$ cat src/sv/swst_pkg.sv
// Shared types and constants for the sample window statistics block.
package swst_pkg;

    localparam int IDX_W      = 5;
    localparam int SMP_W      = 16;
    localparam int VAR_W      = 32;
    localparam int ROOT_STEPS = VAR_W / 2;

    // Engine sequencer states
    typedef enum logic [2:0] {
        ST_IDLE,
        ST_SUM,
        ST_MDIV,
        ST_SQ,
        ST_VDIV,
        ST_ROOT,
        ST_DONE
    } eng_state_t;

    // One classified transaction waiting in the queue
    typedef struct packed {
        logic                    hit;
        logic [IDX_W-1:0]        index;
        logic signed [SMP_W-1:0] value;
    } sample_item_t;

    // One finished result
    typedef struct packed {
        logic signed [SMP_W-1:0] mean;
        logic [VAR_W-1:0]        variance;
        logic [SMP_W-1:0]        deviation;
        logic signed [SMP_W-1:0] maxv;
        logic signed [SMP_W-1:0] minv;
        logic [SMP_W-1:0]        span;
    } stats_t;

endpackage

$ cat src/sv/swst_front.sv
// Input side: accepts transactions, checks the slot range, and queues them.
module swst_front
    import swst_pkg::*;
#(
    parameter int SIZE = 24
)
(
    input  logic                    clk,
    input  logic                    rst_n,
    input  logic                    in_valid,
    output logic                    in_stall,
    input  logic [IDX_W-1:0]        sample_index,
    input  logic signed [SMP_W-1:0] sample_value,
    output logic                    q_valid,
    output sample_item_t            q_item,
    input  logic                    q_pop
);

    sample_item_t entries_reg [2];
    logic         wr_ptr_reg;
    logic         rd_ptr_reg;
    logic [1:0]   count_reg;
    logic         push;
    sample_item_t push_item;

    assign in_stall = (count_reg == 2'd2);
    assign push     = in_valid && !in_stall;
    assign q_valid  = (count_reg != 2'd0);
    assign q_item   = entries_reg[rd_ptr_reg];

    // Classify: slots beyond the store leave it unchanged
    always_comb
    begin
        push_item.hit   = ({{(32-IDX_W){1'b0}}, sample_index} < 32'(SIZE));
        push_item.index = sample_index;
        push_item.value = sample_value;
    end

    // Queue payload
    always_ff @(posedge clk)
    begin
        if (push)
        begin
            entries_reg[wr_ptr_reg] <= push_item;
        end
    end

    // Queue pointers
    always_ff @(posedge clk or negedge rst_n)
    begin
        if (!rst_n)
        begin
            wr_ptr_reg <= 1'b0;
            rd_ptr_reg <= 1'b0;
            count_reg  <= 2'd0;
        end
        else
        begin
            if (push)
            begin
                wr_ptr_reg <= !wr_ptr_reg;
            end
            if (q_pop)
            begin
                rd_ptr_reg <= !rd_ptr_reg;
            end
            if (push && !q_pop)
            begin
                count_reg <= count_reg + 2'd1;
            end
            else if (!push && q_pop)
            begin
                count_reg <= count_reg - 2'd1;
            end
        end
    end

endmodule

$ cat src/sv/swst_div.sv
// Division by a fixed constant, eight dividend bits per step via a reciprocal.
module swst_div
#(
    parameter int DW      = 41,
    parameter int DIVISOR = 24
)
(
    input  logic          clk,
    input  logic          rst_n,
    input  logic          start,
    input  logic [DW-1:0] dividend,
    output logic          done,
    output logic [DW-1:0] quotient
);

    // Each step divides {remainder, next byte}, always below 2^16, by the constant
    localparam int DGW = 8;
    localparam int NC  = (DW + DGW - 1) / DGW;
    localparam int PW  = NC * DGW;
    localparam int XW  = 2 * DGW;
    localparam int SH  = XW + $clog2(DIVISOR);
    localparam int MW  = XW + 2;
    localparam int PRW = XW + MW;
    localparam int CW  = $clog2(NC + 1);
    localparam longint RECIP =
        ((longint'(1) << SH) + longint'(DIVISOR) - 1) / longint'(DIVISOR);
    localparam logic [MW-1:0] RECIP_C = MW'(RECIP);

    logic [PW-1:0]  work_reg;
    logic [DGW-1:0] rem_reg;
    logic [XW-1:0]  x_reg;
    logic [PRW-1:0] prod_reg;
    logic [CW-1:0]  cnt_reg;
    logic           run_reg;
    logic           phase_reg;
    logic           done_reg;
    logic [XW-1:0]  x_cur;
    logic [DGW-1:0] digit;
    logic [XW-1:0]  back;
    logic [XW-1:0]  rem_full;

    // Quotient digit from the registered product, remainder by constant multiply
    always_comb
    begin
        x_cur    = {rem_reg, work_reg[PW-1 -: DGW]};
        digit    = prod_reg[SH +: DGW];
        back     = XW'(digit) * XW'(DIVISOR);
        rem_full = x_reg - back;
    end

    // Quotient digits shift in behind the dividend
    always_ff @(posedge clk)
    begin
        if (start)
        begin
            work_reg <= PW'(dividend);
            rem_reg  <= '0;
        end
        else if (run_reg)
        begin
            if (!phase_reg)
            begin
                x_reg    <= x_cur;
                prod_reg <= PRW'(x_cur) * PRW'(RECIP_C);
            end
            else
            begin
                work_reg <= {work_reg[PW-DGW-1:0], digit};
                rem_reg  <= rem_full[DGW-1:0];
            end
        end
    end

    // Step sequencing: multiply phase, then digit and remainder phase
    always_ff @(posedge clk or negedge rst_n)
    begin
        if (!rst_n)
        begin
            cnt_reg   <= '0;
            run_reg   <= 1'b0;
            phase_reg <= 1'b0;
            done_reg  <= 1'b0;
        end
        else
        begin
            done_reg <= 1'b0;
            if (start)
            begin
                cnt_reg   <= CW'(NC);
                run_reg   <= 1'b1;
                phase_reg <= 1'b0;
            end
            else if (run_reg)
            begin
                phase_reg <= !phase_reg;
                if (phase_reg)
                begin
                    cnt_reg <= cnt_reg - CW'(1);
                    if (cnt_reg == CW'(1))
                    begin
                        run_reg  <= 1'b0;
                        done_reg <= 1'b1;
                    end
                end
            end
        end
    end

    assign done     = done_reg;
    assign quotient = work_reg[DW-1:0];

endmodule

$ cat src/sv/swst_engine.sv
// Back end: sample store, two passes over it, divisions, square root, result register.
module swst_engine
    import swst_pkg::*;
#(
    parameter int SIZE = 24
)
(
    input  logic         clk,
    input  logic         rst_n,
    input  logic         q_valid,
    input  sample_item_t q_item,
    output logic         q_pop,
    output logic         out_valid,
    input  logic         out_stall,
    output stats_t       result
);

    localparam int AW = (SIZE > 1) ? $clog2(SIZE) : 1;
    localparam int CW = $clog2(SIZE + 1);
    localparam int SW = SMP_W + AW + 1;
    localparam int QW = 2 * SMP_W + AW + 1;
    localparam int RCW = $clog2(ROOT_STEPS + 1);

    eng_state_t state_reg;
    eng_state_t state_next;

    // Store and its reset-valid bits
    logic signed [SMP_W-1:0] mem [SIZE];
    logic [SIZE-1:0]         vld_reg;
    logic [IDX_W+AW-1:0]     wr_wide;
    logic [AW-1:0]           wr_addr;
    logic [AW-1:0]           rd_addr;
    logic                    wr_en;

    logic [CW-1:0]           ic_reg;
    logic                    issue;
    logic                    rdv_reg;
    logic signed [SMP_W-1:0] rd_data_reg;
    logic                    rd_hit_reg;
    logic signed [SMP_W-1:0] smp;

    logic signed [SW-1:0]    sum_reg;
    logic signed [SMP_W-1:0] hi_reg;
    logic signed [SMP_W-1:0] lo_reg;
    logic                    first_reg;
    logic signed [SMP_W-1:0] mean_reg;
    logic signed [SMP_W:0]   diff;
    logic [SMP_W:0]          diff_mag;
    logic [2*SMP_W-1:0]      sq_reg;
    logic                    sqv_reg;
    logic [QW-1:0]           acc_reg;
    logic [SW-1:0]           sum_mag;

    logic                    div_start;
    logic [QW-1:0]           div_in;
    logic                    div_done;
    logic [QW-1:0]           div_q;
    logic [SMP_W-1:0]        q_low;

    logic [VAR_W-1:0]        var_reg;
    logic [VAR_W-1:0]        rt_rem_reg;
    logic [VAR_W-1:0]        rt_root_reg;
    logic [VAR_W-1:0]        rt_bit_reg;
    logic [RCW-1:0]          rt_cnt_reg;
    logic [VAR_W-1:0]        rt_trial;

    logic                    out_load;
    logic                    out_valid_reg;
    stats_t                  stats_reg;

    assign wr_wide = {{AW{1'b0}}, q_item.index};
    assign wr_addr = wr_wide[AW-1:0];
    assign rd_addr = ic_reg[AW-1:0];
    assign wr_en   = q_pop && q_item.hit;
    assign issue   = ((state_reg == ST_SUM) || (state_reg == ST_SQ)) && (ic_reg != CW'(SIZE));
    assign smp     = rd_hit_reg ? rd_data_reg : '0;
    assign sum_mag = sum_reg[SW-1] ? SW'(-sum_reg) : SW'(sum_reg);
    assign q_low   = div_q[SMP_W-1:0];
    assign rt_trial = rt_root_reg + rt_bit_reg;

    // Sequencer
    always_comb
    begin
        state_next = state_reg;
        q_pop      = 1'b0;
        div_start  = 1'b0;
        div_in     = acc_reg;
        out_load   = 1'b0;
        unique case (state_reg)
            ST_IDLE:
            begin
                if (q_valid)
                begin
                    q_pop      = 1'b1;
                    state_next = ST_SUM;
                end
            end
            ST_SUM:
            begin
                div_in = {{(QW-SW){1'b0}}, sum_mag};
                if ((ic_reg == CW'(SIZE)) && !rdv_reg)
                begin
                    div_start  = 1'b1;
                    state_next = ST_MDIV;
                end
            end
            ST_MDIV:
            begin
                if (div_done)
                begin
                    state_next = ST_SQ;
                end
            end
            ST_SQ:
            begin
                if ((ic_reg == CW'(SIZE)) && !rdv_reg && !sqv_reg)
                begin
                    div_start  = 1'b1;
                    state_next = ST_VDIV;
                end
            end
            ST_VDIV:
            begin
                if (div_done)
                begin
                    state_next = ST_ROOT;
                end
            end
            ST_ROOT:
            begin
                if (rt_cnt_reg == RCW'(1))
                begin
                    state_next = ST_DONE;
                end
            end
            ST_DONE:
            begin
                if (!out_valid_reg || !out_stall)
                begin
                    out_load   = 1'b1;
                    state_next = ST_IDLE;
                end
            end
            default:
            begin
                state_next = ST_IDLE;
            end
        endcase
    end

    always_ff @(posedge clk or negedge rst_n)
    begin
        if (!rst_n)
        begin
            state_reg <= ST_IDLE;
        end
        else
        begin
            state_reg <= state_next;
        end
    end

    // Store write and registered read
    always_ff @(posedge clk)
    begin
        if (wr_en)
        begin
            mem[wr_addr] <= q_item.value;
        end
        if (issue)
        begin
            rd_data_reg <= mem[rd_addr];
            rd_hit_reg  <= vld_reg[rd_addr];
        end
    end

    // Entries never written read as zero
    always_ff @(posedge clk or negedge rst_n)
    begin
        if (!rst_n)
        begin
            vld_reg <= '0;
        end
        else if (wr_en)
        begin
            vld_reg[wr_addr] <= 1'b1;
        end
    end

    // Pass control
    always_ff @(posedge clk or negedge rst_n)
    begin
        if (!rst_n)
        begin
            ic_reg  <= '0;
            rdv_reg <= 1'b0;
            sqv_reg <= 1'b0;
        end
        else
        begin
            rdv_reg <= issue;
            sqv_reg <= rdv_reg && (state_reg == ST_SQ);
            if ((state_reg == ST_IDLE) || (state_reg == ST_MDIV))
            begin
                ic_reg <= '0;
            end
            else if (issue)
            begin
                ic_reg <= ic_reg + CW'(1);
            end
        end
    end

    // Deviation from the truncated mean
    always_comb
    begin
        diff     = {mean_reg[SMP_W-1], mean_reg} - {smp[SMP_W-1], smp};
        diff_mag = diff[SMP_W] ? (SMP_W+1)'(-diff) : (SMP_W+1)'(diff);
    end

    // Accumulators, mean and square root
    always_ff @(posedge clk)
    begin
        if (state_reg == ST_IDLE)
        begin
            sum_reg   <= '0;
            first_reg <= 1'b1;
        end
        else if ((state_reg == ST_SUM) && rdv_reg)
        begin
            sum_reg   <= sum_reg + SW'(smp);
            first_reg <= 1'b0;
            if (first_reg || (smp > hi_reg))
            begin
                hi_reg <= smp;
            end
            if (first_reg || (smp < lo_reg))
            begin
                lo_reg <= smp;
            end
        end

        if ((state_reg == ST_MDIV) && div_done)
        begin
            mean_reg <= sum_reg[SW-1] ? SMP_W'(-q_low) : q_low;
        end

        if (rdv_reg)
        begin
            sq_reg <= diff_mag[SMP_W-1:0] * diff_mag[SMP_W-1:0];
        end

        if (state_reg == ST_MDIV)
        begin
            acc_reg <= '0;
        end
        else if (sqv_reg)
        begin
            acc_reg <= acc_reg + QW'(sq_reg);
        end

        // Digit-by-digit root, two radicand bits per step
        if ((state_reg == ST_VDIV) && div_done)
        begin
            var_reg     <= div_q[VAR_W-1:0];
            rt_rem_reg  <= div_q[VAR_W-1:0];
            rt_root_reg <= '0;
            rt_bit_reg  <= VAR_W'(1) << (VAR_W - 2);
            rt_cnt_reg  <= RCW'(ROOT_STEPS);
        end
        else if (state_reg == ST_ROOT)
        begin
            if (rt_rem_reg >= rt_trial)
            begin
                rt_rem_reg  <= rt_rem_reg - rt_trial;
                rt_root_reg <= (rt_root_reg >> 1) + rt_bit_reg;
            end
            else
            begin
                rt_root_reg <= rt_root_reg >> 1;
            end
            rt_bit_reg <= rt_bit_reg >> 2;
            rt_cnt_reg <= rt_cnt_reg - RCW'(1);
        end
    end

    // Result register
    always_ff @(posedge clk)
    begin
        if (out_load)
        begin
            stats_reg.mean      <= mean_reg;
            stats_reg.variance  <= var_reg;
            stats_reg.deviation <= rt_root_reg[SMP_W-1:0];
            stats_reg.maxv      <= hi_reg;
            stats_reg.minv      <= lo_reg;
            stats_reg.span      <= SMP_W'(hi_reg - lo_reg);
        end
    end

    always_ff @(posedge clk or negedge rst_n)
    begin
        if (!rst_n)
        begin
            out_valid_reg <= 1'b0;
        end
        else if (out_load)
        begin
            out_valid_reg <= 1'b1;
        end
        else if (!out_stall)
        begin
            out_valid_reg <= 1'b0;
        end
    end

    assign out_valid = out_valid_reg;
    assign result    = stats_reg;

    swst_div #(
        .DW      (QW),
        .DIVISOR (SIZE)
    ) u_div (
        .clk      (clk),
        .rst_n    (rst_n),
        .start    (div_start),
        .dividend (div_in),
        .done     (div_done),
        .quotient (div_q)
    );

endmodule

$ cat src/sv/sample_window_statistics.sv
// Top level of the sample window statistics block.
// Keeps SIZE signed Q11.4 samples (zero after reset); each input transaction
// overwrites one slot (slots at or beyond SIZE are ignored) and yields one
// result: mean, variance (Q.8), standard deviation (Q.4), max, min and span
// over the whole store. Inputs queue two deep ahead of a back end that works on
// one transaction at a time and, once done, holds off while the previous result
// still waits on out_stall. Each transaction takes a read pass for sum, max and
// min, a division by SIZE for the mean (reciprocal multiply on a QW-bit dividend,
// QW = 2*SMP_W + ceil(log2(SIZE)) + 1 = 38 at SIZE = 24, eight dividend bits per
// step), a second pass for squared deviations, a second division for the
// variance and a 16-step square root.
module sample_window_statistics
    import swst_pkg::*;
#(
    parameter int SIZE = 24
)
(
    input  logic                    clk,
    input  logic                    rst_n,
    input  logic                    in_valid,
    output logic                    in_stall,
    input  logic [IDX_W-1:0]        sample_index,
    input  logic signed [SMP_W-1:0] sample_value,
    output logic                    out_valid,
    input  logic                    out_stall,
    output logic signed [SMP_W-1:0] mean_value,
    output logic [VAR_W-1:0]        variance_value,
    output logic [SMP_W-1:0]        deviation_value,
    output logic signed [SMP_W-1:0] max_value,
    output logic signed [SMP_W-1:0] min_value,
    output logic [SMP_W-1:0]        span_value
);

    logic         q_valid;
    logic         q_pop;
    sample_item_t q_item;
    stats_t       result;

    swst_front #(
        .SIZE (SIZE)
    ) u_front (
        .clk          (clk),
        .rst_n        (rst_n),
        .in_valid     (in_valid),
        .in_stall     (in_stall),
        .sample_index (sample_index),
        .sample_value (sample_value),
        .q_valid      (q_valid),
        .q_item       (q_item),
        .q_pop        (q_pop)
    );

    swst_engine #(
        .SIZE (SIZE)
    ) u_engine (
        .clk       (clk),
        .rst_n     (rst_n),
        .q_valid   (q_valid),
        .q_item    (q_item),
        .q_pop     (q_pop),
        .out_valid (out_valid),
        .out_stall (out_stall),
        .result    (result)
    );

    // Unpack the result transaction
    assign mean_value      = result.mean;
    assign variance_value  = result.variance;
    assign deviation_value = result.deviation;
    assign max_value       = result.maxv;
    assign min_value       = result.minv;
    assign span_value      = result.span;

endmodule
$ cat config.mk
export PLATFORM = sky130hd
export DESIGN_NAME = sample_window_statistics
export DESIGN_NICKNAME = d
export VERILOG_FILES = /design/src/sv/swst_pkg.sv /design/src/sv/swst_front.sv /design/src/sv/swst_div.sv /design/src/sv/swst_engine.sv /design/src/sv/sample_window_statistics.sv
export SDC_FILE = /design/constraint.sdc
export NUM_CORES = 2
export LEC_CHECK = 0
export ABC_AREA = 1
export BUFFER_PORTS_ARGS = -buffer_cell sky130_fd_sc_hd__buf_2
export CORE_AREA = 4 4 407 409
export CTS_BUF_LIST = sky130_fd_sc_hd__clkbuf_4
export DETAILED_ROUTE_END_ITERATION = 8
export DIE_AREA = 0 0 411 413
export SETUP_SLACK_MARGIN = 0.05
export SYNTH_ARGS = -nofsm -noshare
export SYNTH_HDL_FRONTEND = slang
export SYNTH_SLANG_ARGS = --single-unit
$ cat constraint.sdc
create_clock -name clk -period 7.6 [get_ports clk]
set_input_delay 0.76 -clock clk [delete_from_list [all_inputs] [get_ports clk]]
set_output_delay 0.76 -clock clk [all_outputs]
set_load 0.05 [all_outputs]
---- Word level (Yosys, flattened, before mapping) ----
Memory sizes are Yosys's and may differ from the RTL's. A register that Yosys moved wholly into a read port is not among the register bits.
Index checks and enable logic that the tools add are counted.
cells by class
  add/subtract/negate cells ............... 16
  multiply operators ...................... 3
  order comparisons ....................... 7
  equal/unequal tests ..................... 19
  multiplexer cells ....................... 54
  bitwise operators ....................... 4
  reduce and logical (&&, ||, !) cells .... 42
operators by type and width
  cell                                                                    count
  38-bit two-way mux                                                      4
  32-bit two-way mux                                                      4
  16-bit two-way mux                                                      3
  38-bit by 32-bit adder with 38-bit output                               1
  31-bit by 31-bit adder with 32-bit output                               1
  32-bit by 31-bit adder with 32-bit output                               1
  32-bit >= comparator                                                    1
  16-bit by 16-bit multiplier with 32-bit output                          1
  16-bit negation                                                         2
  32-bit subtractor                                                       1
  3-bit two-way mux                                                       10
  16-bit by 16-bit multiplier with 28-bit output (second input constant)  1
  1-bit two-way mux                                                       24
  24-bit bitwise OR                                                       1
  22-bit by 16-bit adder with 22-bit output                               1
  22-bit two-way mux                                                      1
  22-bit negation                                                         1
  3-bit one-hot mux with 7 select lines                                   1
  16-bit by 16-bit subtractor with 17-bit output                          1
  16-bit greater-than comparator                                          1
  16-bit < comparator                                                     1
  16-bit subtractor                                                       1
  2-bit nonzero test                                                      7
  1-bit logical AND                                                       12
  other kinds (31)                                                        63
storage, ports and cells
  flip-flop bits (word level) ............. 500
  RAM bits ................................ 428
  input bits .............................. 25
  output and inout port bits .............. 114
  logic and storage cells ................. 184
  memories kept ........................... 2
memories
  name                 depth  width  read ports  clocked after Yosys merged registers in  wr ports  line               text
  u_engine.mem         24     16     1           1                                        1         swst_engine.sv:28  logic signed [SMP_W-1:0] mem [SIZE];
  u_front.entries_reg  2      22     1           0                                        1         swst_front.sv:19   sample_item_t entries_reg [2];

---- Longest topological paths before layout ----
  word-level depth ........................ 7
  mapped depth ............................ 45
  gate-level depth less buffers ........... 43

---- Cells and area by module ----
From an unflattened synthesis, not the netlist that was laid out.
second synthesis, totals
  cell total of the unflattened synthesis .. 6146
  area, all modules ....................... 57740.4 µm²
by module, submodules not included
  module       times used  cells each  area each (µm²)
  swst_engine  1           5119        47988.5
  swst_div     1           929         7938.9
  swst_front   1           98          1813.0

---- Worst setup path before layout ----
No wires, ideal clock.
  kind .................................... register -> register
  start ................................... reg u_engine.rd_hit_reg
  end ..................................... reg u_engine.sq_reg[29] (data pin)
  arrival ................................. 7381 ps
  required time ........................... 7336 ps
  setup slack ............................. -44 ps
  stages on the path, launching flop included .. 37
  clock period less this slack ............ 7644 ps
  path through ............................ edfxtp_1 > clkbuf_1 > nand2_1 > inv_1 > ha_1 > fa_1 > ha_1 > inv_1 > nor2_1 > nand3_1 > nor2_1 > nand2_2 > nor2_2 > nand3_1 > nand2_1 > nand3_1 > nand2_1 > buf_2 > nand2_1 > fa_1 > inv_1 > fa_1 > fa_1 > fa_1 > fa_1 > inv_1 > fa_1 > inv_1 > ha_1 > a21oi_1 > o21ai_0 > inv_1 > o21ai_0 > a21oi_1 > o21ai_0 > a31oi_1 > xor2_1
on the way
  longest elaborated chain between the ends .. 5
ends and longest elaborated chain
  item                                                line                text
  from (decl)                                         swst_engine.sv:39   logic rd_hit_reg;
  from (signal assigned)                              swst_engine.sv:173  rd_hit_reg <= vld_reg[rd_addr];
  16-bit two-way mux (*)                              swst_engine.sv:76   assign smp = rd_hit_reg ? rd_data_reg : '0;
  via u_engine.smp[0]                                 swst_engine.sv:40   logic signed [SMP_W-1:0] smp;
  16-bit by 16-bit subtractor with 17-bit output (*)  swst_engine.sv:217  diff = {mean_reg[SMP_W-1], mean_reg} - {smp[SMP_W-1], smp};
  16-bit negation                                     swst_engine.sv:218  diff_mag = diff[SMP_W] ? (SMP_W+1)'(-diff) : (SMP_W+1)'(diff);
  16-bit two-way mux (*)                              swst_engine.sv:218
  16-bit by 16-bit multiplier with 32-bit output (*)  swst_engine.sv:250  sq_reg <= diff_mag[SMP_W-1:0] * diff_mag[SMP_W-1:0];
  to (signal assigned)                                swst_engine.sv:250
  to (decl)                                           swst_engine.sv:49   logic [2*SMP_W-1:0] sq_reg;
The timed path passes the listed nets; every way through them passes the cells marked *.
A chain may end at the register's enable or synchronous reset.

---- Final worst setup path ----
Same ends and word-level chain as after synthesis.

==> impl_results.md <==
* # IOs at 139
* Die width at 411 µm
* Most frequent cells after synthesis: inv_1 (881), nand2_1 (853), edfxtp_1 (754)
* Post-synth top area cell: edfxtp_1
* Clock Pin Slew Worst Setup and Hold Paths at 0.07 ns
* CP required at 8.60 ns
* Minimum clock period after layout at 7.60 ns
* Status: complete, but fails checks
* Yosys cell types at 67
* Cells after synthesis at 5813
* Max Cap Viol at 0
* Die ar. at 170000 µm²
* Post-synth EDFFs at 754
* Crit path from: u_engine.rd_hit_reg
* Max stage delay on crit path at 0.57 ns
* WP data arrival at 8.61 ns
* Element type at the critical path start: flop
* R2r setup slk at -0.003 ns
* Yosys warnings at 0
* PortBufs at 138
* GRT overflow at 0
* Root buffer cell: clkbuf_4
* Inserted Clock Buffers at 241
* Worst IR drop on VDD at 0.236 mV
* Worst setup margin at -0.00321 ns
* Worst-skew pair later-pin latency at 1.38 ns
* Avg Synthesized Cell Area at 9.71 µm²
* Final setup viols at 1
* Routed length per placed instance at 18.1 µm
* Last weighted congestion value of the routability-driven placer at 0.918
* Via count at 43400
* Ranking of synthesized cells by area: edfxtp_1 (40%), fa_1 (8.9%), ha_1 (8.9%), inv_1 (5.9%), nand2_1 (5.7%)
* Ys async rst share at 0.0488
* H-tree levels at 4
* DPL Wire Length at 115000 µm
* Area growth, synth to finish at 18.8%
* Failing checks: setup timing
* CTS sink count at 923
* Pwr Density at 154 nW/µm²
* Tcrit/Tclk final at 1.00
* Nature of the critical path endpoint: flop
* CTS tree: done
* Endpoints failing hold at 0
* Vias in the first global route at 43500
* Mapped cell area at 56500 µm²
* Routed WL at 159000 µm
* Max FFs per register at 384
* Vias per cell at 4.94
* Die Height at 413 µm
* Initial Util at 0.348
* Skew final at 0.158 ns
* Unrepaired setup endpoints after global routing: true
* Fin. max-slew vios at 0
* Pre-CTS setup slack at -0.180 ns
* Layout cells sized above 1 at 0.199
* Leakage at 28.9 nW
* Final nets at 7085
* Pin count of the biggest net entering global routing at 96
* All-Layer GR Usage at 0.184
* Fmax at 132 MHz
* Most used DFF post-synth: edfxtp_1
* Hold_sp: sample_index[2]
* Most numerous cell on the critical path: fa_1
* Initial DRC count at 3109
* Core region area at 162000 µm²
* Clk buf depth at 3
* Yosys top cell area share at 0.401
* #FFs+latches synth at 923
* Total power at 10.3 mW
* Setup CP Type: flop to flop
* First-pass GRT wire length at 244000 µm
* Antenna violations before repair at 6
* ANT nets after route at 0
* HP Class: input pin to flop
* Sequential-to-total area share from yosys stat at 0.465
* Slowest CP cell: fa_2
* Worst Tran Pin Value at 1.15 ns
* First-pass DRT Iterations at 6
* Worst-path fanout max at 4
* Most common cell in the netlist: inv_1
* Slew Limit Headroom at 0.226
* R2r startpoint: u_engine.rd_hit_reg
* Syn nets at 6491
* # DRC at 0
* Row count at 148
## what timing repair did
| item | CTS | global route |
|---|---|---|
| cloned | 1 | 1 |
| hold buffers | 25 | 0 |
| buffers inserted | 6 | 40 |
| pin swaps | 34 | 176 |
| endpoints found under the setup margin | 17 | 20 |
| endpoints found under the hold margin | 92 | 0 |
| resized for setup | 80 | 337 |
## cells in the final DEF, fill, tap and decap left out, types with 25 or more instances in the layout
master	Yosys	routed
a21oi_1	307	276
a31oi_1	31	28
buf_2	9	138
buf_4	3	312
buf_6	5	37
clkbuf_4	0	365
clkinv_1	4	44
dfrtp_1	45	43
dfxtp_1	124	124
dlygate4sd3_1	0	25
edfxtp_1	754	754
fa_1	252	245
ha_1	401	361
ha_4	0	36
inv_1	881	846
inv_2	18	44
nand2_1	853	775
nand2_2	11	68
nand2_4	4	25
nand3_1	179	168
nand4_1	42	42
nor2_1	562	515
nor2_2	16	38
nor2_4	4	29
nor3_1	38	35
o211ai_1	53	53
o21ai_0	529	509
o21bai_1	38	37
o221ai_1	63	63
o22ai_1	52	52
or2_2	34	34
xnor2_1	71	71
xor2_1	103	102
## per-layer routing
metal	vias to the layer above	GRT usage	share of wire	wire, µm
li1	21000	-	-	-
met1	20900	0.240	0.43	69200
met2	1167	0.310	0.48	76300
met3	255	0.0332	0.057	9090
met4	0	0.0605	0.029	4570
met5	-	0	0	0
## worst paths after layout
check / endpoint / depth (start not counted)
hold reg to reg: u_engine.result[83] / 0
min in group asynchronous: u_engine.ic_reg[2] / 4
setup reg to reg: u_engine.sq_reg[29] / 35
max in group asynchronous: u_engine.u_div.phase_reg / 4
hold / removal: u_front.entries_reg[0][18] / 2
setup / recovery: u_engine.sq_reg[29] / 35
## cells by family (layout without fill, tap and decap cells)
kind of cell,Yosys count,count (layout),synth area share
multiplexers,17,17,0.00337
XOR/XNOR,179,179,0.0286
AND/OR/NAND/NOR,1791,1792,0.133
buffers and inverters,1073,1857,0.0727
flip-flops,923,923,0.465
adder cells (fa/ha/maj),653,653,0.178
other,0,12,0
AO/OA/AOI/OAI,1177,1177,0.120
## report_power, final
group / total, mW / switching, mW / internal (mW)
registers: 5.62 / 0.0165 / 5.60
clock network: 4.42 / 2.19 / 2.23
logic: 0.264 / 0.218 / 0.0459
total: 10.3 / 2.43 / 7.88
## area by class of cell
| class | instances | area [µm²] |
|---|---|---|
| inverters | 905 | 3430 |
| diodes | 12 | 30.0 |
| repair buffers | 518 | 3810 |
| flip-flops and latches | 923 | 26300 |
| clock buffers | 365 | 2740 |
| multi-input cells | 3818 | 27700 |
| clock inverters | 69 | 429 |
| well taps | 2175 | 2720 |
| fillers | 15800 | 94900 |
## critical path: cells and delay by family (launching register included)
family	cells	cell delay (ns)
fa+ha+maj	10	4.16
simple gates	11	1.26
buf+inv	9	0.65
compound gates	4	0.53
flops	1	0.46
xor+xnor	1	0.17
## through the flow
stage	area [µm²]	cells	utilization	TNS [ns]	hold slack (ns)
final	67100	8785	0.414	-0.00321	0.191
after global routing	67100	8777	0.414	-2.28	0.149
after floorplan	56500	5813	-	0	0.400
after global placement	61600	8266	0.380	-0.535	0.407
after detailed placement	61600	8266	0.380	-1.38	0.405
after CTS	65400	8732	0.404	0	0.0516
Note: power is estimated with default switching activity, not from simulation.
